## src/hw/rtl/rot3d_pkg.sv

```systemverilog
`timescale 1ns / 1ps

package rot3d_pkg;

   // Coordinate and CORDIC sizing
   localparam int COORD_WIDTH   = 32;
   localparam int CORDIC_STAGES = 16;
   localparam int BAM_W         = 32;  // binary angle, full turn = 2^32
   localparam int CORDIC_W      = 32;  // Q30 cosine / sine datapath

   localparam int COEF_FRAC = ((62 - COORD_WIDTH) < 30) ? (62 - COORD_WIDTH) : 30;
   localparam int COEF_SH   = 30 - COEF_FRAC;
   localparam int COEF_W    = COEF_FRAC + 2;
   localparam int PROD_W    = COORD_WIDTH + COEF_W;
   localparam int ACC_W     = PROD_W + 1;

   // Angle reduction: 360 degrees in 1/256 degree units
   localparam int ANG_W     = 20;
   localparam int ANG_FULL  = 92160;
   localparam int ANG_TURNS = 12;
   localparam int ANG_OFF   = (ANG_TURNS / 2) * ANG_FULL;
   localparam int VW        = $clog2(ANG_TURNS * ANG_FULL);
   localparam int RW        = $clog2(ANG_FULL);
   // ANG_FULL = ANG_DIV * 2^QW
   localparam int ANG_DIV   = 45;
   localparam int QW        = 11;
   localparam int FRAC_W    = BAM_W - QW;
   localparam int MW        = $clog2(ANG_DIV);
   localparam int RECIP_W   = 18;
   localparam int RECIP_SH  = 23;
   localparam logic [RECIP_W-1:0] RECIP_DIV = 18'd186414;  // ceil(2^23 / 45)

   localparam logic signed [CORDIC_W-1:0] CORDIC_GAIN_Q30 = 32'sd652032874;
   localparam logic signed [BAM_W-1:0] QUARTER_TURN = 32'sd1073741824;

   typedef enum logic [1:0] {
      AXIS_X    = 2'b00,
      AXIS_Y    = 2'b01,
      AXIS_Z    = 2'b10,
      AXIS_NONE = 2'b11
   } axis_type;

   typedef logic signed [COORD_WIDTH-1:0] coord_type;

   typedef struct packed {
      coord_type x;
      coord_type y;
      coord_type z;
   } vec_type;

   typedef struct packed {
      vec_type  v;
      axis_type axis;
   } pnt_type;

   // Arctangent of 2^-i in binary angle units
   localparam logic signed [BAM_W-1:0] ATAN_TURN [32] = '{
      32'sd536870912, 32'sd316933406, 32'sd167458907, 32'sd85004756,
      32'sd42667331,  32'sd21354465,  32'sd10679838,  32'sd5340245,
      32'sd2670163,   32'sd1335087,   32'sd667544,    32'sd333772,
      32'sd166886,    32'sd83443,     32'sd41722,     32'sd20861,
      32'sd10430,     32'sd5215,      32'sd2608,      32'sd1304,
      32'sd652,       32'sd326,       32'sd163,       32'sd81,
      32'sd41,        32'sd20,        32'sd10,        32'sd5,
      32'sd3,         32'sd1,         32'sd1,         32'sd0
   };

   // floor((m * 2^21 + 22) / 45): low binary angle bits for remainder m
   localparam logic [FRAC_W-1:0] FRAC_TAB [ANG_DIV] = '{
      21'd0,       21'd46603,   21'd93207,   21'd139810,  21'd186414,
      21'd233017,  21'd279620,  21'd326224,  21'd372827,  21'd419430,
      21'd466034,  21'd512637,  21'd559241,  21'd605844,  21'd652447,
      21'd699051,  21'd745654,  21'd792257,  21'd838861,  21'd885464,
      21'd932068,  21'd978671,  21'd1025274, 21'd1071878, 21'd1118481,
      21'd1165084, 21'd1211688, 21'd1258291, 21'd1304895, 21'd1351498,
      21'd1398101, 21'd1444705, 21'd1491308, 21'd1537911, 21'd1584515,
      21'd1631118, 21'd1677722, 21'd1724325, 21'd1770928, 21'd1817532,
      21'd1864135, 21'd1910738, 21'd1957342, 21'd2003945, 21'd2050549
   };

endpackage

```

## src/hw/rtl/rot3d_angle.sv

```systemverilog
`timescale 1ns / 1ps

module rot3d_angle (
   input  logic                                 clock,
   input  logic                                 reset,
   input  logic                                 advance,
   input  logic                                 in_valid,
   input  logic signed [rot3d_pkg::ANG_W-1:0]   in_angle,
   input  rot3d_pkg::pnt_type                   in_pnt,
   output logic                                 out_valid,
   output logic signed [rot3d_pkg::BAM_W-1:0]   out_za,
   output logic                                 out_neg,
   output rot3d_pkg::pnt_type                   out_pnt
);

   localparam int VW  = rot3d_pkg::VW;
   localparam int RW  = rot3d_pkg::RW;
   localparam int QW  = rot3d_pkg::QW;
   localparam int MW  = rot3d_pkg::MW;
   localparam int BW  = rot3d_pkg::BAM_W;
   localparam int PW  = RW + rot3d_pkg::RECIP_W;

   // stage 1: angle mod 360
   logic              vld1_ff;
   logic [RW-1:0]     r1_ff, r1_in;
   rot3d_pkg::pnt_type pnt1_ff;

   // stage 2: quotient by the odd factor of 360 degrees
   logic              vld2_ff;
   logic [RW-1:0]     r2_ff;
   logic [QW-1:0]     q2_ff, q2_in;
   rot3d_pkg::pnt_type pnt2_ff;

   // stage 3: binary angle and quadrant fold
   logic                  vld3_ff;
   logic signed [BW-1:0]  za3_ff, za3_in;
   logic                  neg3_ff, neg3_in;
   rot3d_pkg::pnt_type    pnt3_ff;

   logic signed [VW:0]    vsum;
   logic [VW-1:0]         v;
   logic [VW-1:0]         sub;
   logic [PW-1:0]         prod;
   logic [RW-1:0]         qm;
   logic [MW-1:0]         m;
   logic [BW-1:0]         bam;

   always_comb begin
      vsum = (VW + 1)'(in_angle) + (VW + 1)'(rot3d_pkg::ANG_OFF);
      v    = vsum[VW-1:0];
      sub  = '0;
      for (int k = 1; k < rot3d_pkg::ANG_TURNS; k++) begin
         if (v >= VW'(k * rot3d_pkg::ANG_FULL)) begin
            sub = VW'(k * rot3d_pkg::ANG_FULL);
         end
      end
      r1_in = RW'(v - sub);
   end

   always_comb begin
      prod  = PW'(r1_ff) * PW'(rot3d_pkg::RECIP_DIV);
      q2_in = prod[rot3d_pkg::RECIP_SH +: QW];
   end

   always_comb begin
      qm      = RW'(q2_ff) * RW'(rot3d_pkg::ANG_DIV);
      m       = MW'(r2_ff - qm);
      bam     = {q2_ff, rot3d_pkg::FRAC_TAB[m]};
      neg3_in = ($signed(bam) > rot3d_pkg::QUARTER_TURN) ||
                ($signed(bam) < -rot3d_pkg::QUARTER_TURN);
      // move by half a turn; cosine and sine flip sign later
      za3_in  = neg3_in ? $signed({~bam[BW-1], bam[BW-2:0]}) : $signed(bam);
   end

   always_ff @(posedge clock) begin
      if (reset) begin
         vld1_ff <= 1'b0;
         vld2_ff <= 1'b0;
         vld3_ff <= 1'b0;
      end else if (advance) begin
         vld1_ff <= in_valid;
         vld2_ff <= vld1_ff;
         vld3_ff <= vld2_ff;
      end
   end

   always_ff @(posedge clock) begin
      if (advance) begin
         r1_ff   <= r1_in;
         pnt1_ff <= in_pnt;
         r2_ff   <= r1_ff;
         q2_ff   <= q2_in;
         pnt2_ff <= pnt1_ff;
         za3_ff  <= za3_in;
         neg3_ff <= neg3_in;
         pnt3_ff <= pnt2_ff;
      end
   end

   assign out_valid = vld3_ff;
   assign out_za    = za3_ff;
   assign out_neg   = neg3_ff;
   assign out_pnt   = pnt3_ff;

   a_rem_range: assert property (@(posedge clock) disable iff (reset)
      vld2_ff |-> (m < MW'(rot3d_pkg::ANG_DIV)))
      else $error("angle remainder out of range");

   a_fold_range: assert property (@(posedge clock) disable iff (reset)
      vld3_ff |-> ((za3_ff <= rot3d_pkg::QUARTER_TURN) &&
                   (za3_ff >= -rot3d_pkg::QUARTER_TURN)))
      else $error("folded angle beyond a quarter turn");

endmodule

```

## config.mk

```make
export PLATFORM = sky130hd
export DESIGN_NAME = rot3d_angle
export DESIGN_NICKNAME = d
export VERILOG_FILES = /design/src/hw/rtl/rot3d_pkg.sv /design/src/hw/rtl/rot3d_angle.sv
export SDC_FILE = /design/constraint.sdc
export NUM_CORES = 1
export LEC_CHECK = 0
export ABC_AREA = 1
export BUFFER_PORTS_ARGS = -buffer_cell sky130_fd_sc_hd__buf_4
export CAP_MARGIN = 20
export CELL_PAD_IN_SITES_DETAIL_PLACEMENT = 0
export CELL_PAD_IN_SITES_GLOBAL_PLACEMENT = 2
export CORE_MARGIN = 10
export CORE_UTILIZATION = 29
export CTS_CLUSTER_DIAMETER = 80
export DETAILED_ROUTE_END_ITERATION = 10
export PLACE_DENSITY_LB_ADDON = 0.1
export SYNTH_ARGS = -nofsm -noshare
export SYNTH_HDL_FRONTEND = slang
export SYNTH_SLANG_ARGS = --single-unit
```

## constraint.sdc

```tcl
create_clock -name clock -period 16 [get_ports clock]
set_input_delay 1.6 -clock clock [delete_from_list [all_inputs] [get_ports clock]]
set_output_delay 1.6 -clock clock [all_outputs]
set_load 0.02 [all_outputs]
```

==> impl_metrics.tcl <==
set metrics [dict create \
    fin_skew_ns 0.0194 \
    hold_path.class "reg2reg" \
    synth_edf_count 357 \
    nets 2114 \
    clockRootBuffer "clkbuf_16" \
    r2r_setup_slack_ns 10.19 \
    fill_cells 6268 \
    crit_path_max_fanout 6 \
    routed-wl-met2_um 24000 \
    syn-cell-area_um2 18400 \
    die-area_um2 73900 \
    cap_violations 0 \
    syn_nets 1829 \
    synth_seq_cells 360 \
    syn_to_final_growth_pct 22.5 \
    grt_max_degree 195 \
    worstSetupStartpoint "r1_ff[4]" \
    yosys_warnings 0 \
    cts_tree "yes" \
    post_cts_buffers 0 \
    ys_top_cells_by_area "edfxtp_1 58%, ha_1 11%, fa_1 9.9%" \
    synth_top_area_frac 0.583 \
    crit_path_end_kind "register" \
    grt_pass1_wl_um 70200 \
    period_share 0.363 \
    wl_met3_um 1880 \
    worst_setup_path_start_kind "register" \
    min_period_ns 5.81 \
    die_h_um 272 \
    wl_per_cell_um 17.8 \
    hold_viol_final 0 \
    via_count 11100 \
    yosysUniqueCellTypes 40 \
    drc 0 \
    synthFlopType "edfxtp_1" \
    clock_sinks 360 \
    finalWirelength_um 46600 \
    clk-insertion-delay-late_ns 0.55 \
    drtIter0Drc 732 \
    synthTopCellsByCount "357 x edfxtp_1, 284 x nand2_1, 240 x inv_1, 160 x ha_1, 91 x fa_1" \
    ctsResizeCount 0 \
    worstMarginPinSlew_ns 1.01 \
    coreArea_um2 63000 \
    slew_viol_final 0 \
    path_clk_slew_ns 0.06 \
    drive_above_1_share 0.188 \
    critical_path_class "reg2reg" \
    yosysTopAreaCell "edfxtp_1" \
    cts_buffers 42 \
    port_buffers 253 \
    antenna_found_initial 1 \
    std_cell_rows 92 \
    slew_headroom 0.329 \
    ys_seq_area_frac 0.586 \
    die_w_um 272 \
    firstDrtPassIters 4 \
    io_pins 254 \
    utilization 0.358 \
    wl_met1_um 19900 \
    dr.max_layer_used "met4" \
    vias_per_cell 4.23 \
    ant_nets 0 \
    status "complete, no violations" \
    rsz0062_at_grt "false" \
    multiInputGateArea_um2 6570 \
    groute.usage.overall 0.123 \
    cts_buffer_depth 3 \
    cp.arrival_ns 6.10 \
    reg2regPathDepth 18 \
    endpoint "q2_ff[10]" \
    finalSetupViolations 0 \
    place_congestion 0.820 \
    async_flop_share 0 \
    htreeDepth 2 \
    regArea_um2 10800 \
    reg2reg_to "q2_ff[10]" \
    post_synth.cell_area_avg_um2 12.6 \
    overflow 0 \
    timing.fmax_mhz 172 \
    initial_core_util 0.292 \
    syn-instance-count 1456 \
    hold_buffers 0 \
    dp_hpwl_um 36900 \
    tns_ns 0 \
    grt_pass1_vias 11500 \
    critPathRequiredTime_ns 16.30 \
    r2r-start "r1_ff[4]" \
    yosysMostFrequentCell "edfxtp_1" \
]
-- worst min path at each step --
| stage | from | endpoint | slack [ns] | cells after the start |
|---|---|---|---|---|
| 3_5_place_dp | pnt2_ff[14] | out_pnt[14] | 0.40 | 0 |
| 4_1_cts | pnt2_ff[25] | out_pnt[25] | 0.41 | 0 |
| 6_report | pnt1_ff[8] | pnt2_ff[8] | 0.41 | 0 |
| 3_3_place_gp | pnt1_ff[16] | pnt2_ff[16] | 0.40 | 0 |
| 5_1_grt | pnt2_ff[25] | out_pnt[25] | 0.41 | 0 |
| 2_1_floorplan | pnt2_ff[0] | out_pnt[0] | 0.40 | 0 |
-- worst max-delay path, cell delays in order (launching register included) --
cell and delay [ns]:
edfxtp_1 0.52, ha_1 0.42, fa_1 0.52, fa_1 0.53, fa_1 0.53, fa_1 0.54, inv_1 0.06, fa_1 0.54
inv_1 0.05, ha_1 0.31, nand2_1 0.13, nor4_1 0.42, nand3b_1 0.13, nand3_1 0.13, a21oi_1 0.11, o21ai_0 0.34
nand2_1 0.12, nand3b_1 0.10, nand2_1 0.05
-- stage by stage --
| step | setup slack [ns] | instance area [µm²] | std cells | hold slack, ns |
|---|---|---|---|---|
| after floorplan | 10.70 | 18400 | 1456 | 0.400 |
| after global placement | 10.27 | 21300 | 2543 | 0.400 |
| after detailed placement | 10.17 | 21300 | 2543 | 0.405 |
| after CTS | 10.15 | 22500 | 2619 | 0.409 |
| after global routing | 9.82 | 22500 | 2620 | 0.414 |
| final | 10.19 | 22500 | 2620 | 0.410 |
-- cells by family (layout without fill, tap and decap cells) --
logic type | count (synthesis) | in the layout | synth area share
compound gates | 117 | 117 | 0.0359
flops | 360 | 360 | 0.586
other cells | 0 | 1 | 0
simple gates | 447 | 447 | 0.103
fa+ha+maj | 251 | 251 | 0.208
buf+inv | 259 | 576 | 0.0572
xor+xnor | 22 | 22 | 0.0105
-- metal layers --
metal	global-route usage	up-vias
li1	-	5481
met1	0.151	5376
met2	0.218	182
met3	0.0244	55
met4	0.0332	0
met5	0	-
-- cell type report --
class                   count  area share
diodes                      1    0.000111
clock buffers              49      0.0478
clock inverters            27     0.00888
inverters                 245      0.0410
multi-input cells         837       0.291
flip-flops and latches    360       0.478
well taps                 846      0.0470
repair buffers            255      0.0858
-- registers in the layout (all words and copies together) (netlist names) --
register,flops
out_valid,1
out_pnt,98
vld1_ff,1
out_neg,1
pnt2_ff,98
out_za,28
r1_ff,17
vld2_ff,1
pnt1_ff,98
r2_ff,6
q2_ff,11
-- cells in the final DEF, fill, tap and decap left out, types with 10 or more instances in the layout --
master,synthesis,routed
buf_4,9,253
nand3_1,56,56
o211ai_1,10,10
a21oi_1,47,47
edfxtp_1,357,357
nand2_1,284,284
nor2_1,69,69
ha_1,160,160
xor2_1,13,13
o21ai_0,40,40
clkbuf_16,0,42
fa_1,91,91
clkinv_1,1,11
inv_1,240,240
Power is left out: the tool's default activity adds up to more than one toggle a clock period on the data nets, which glitch-free logic cannot reach.
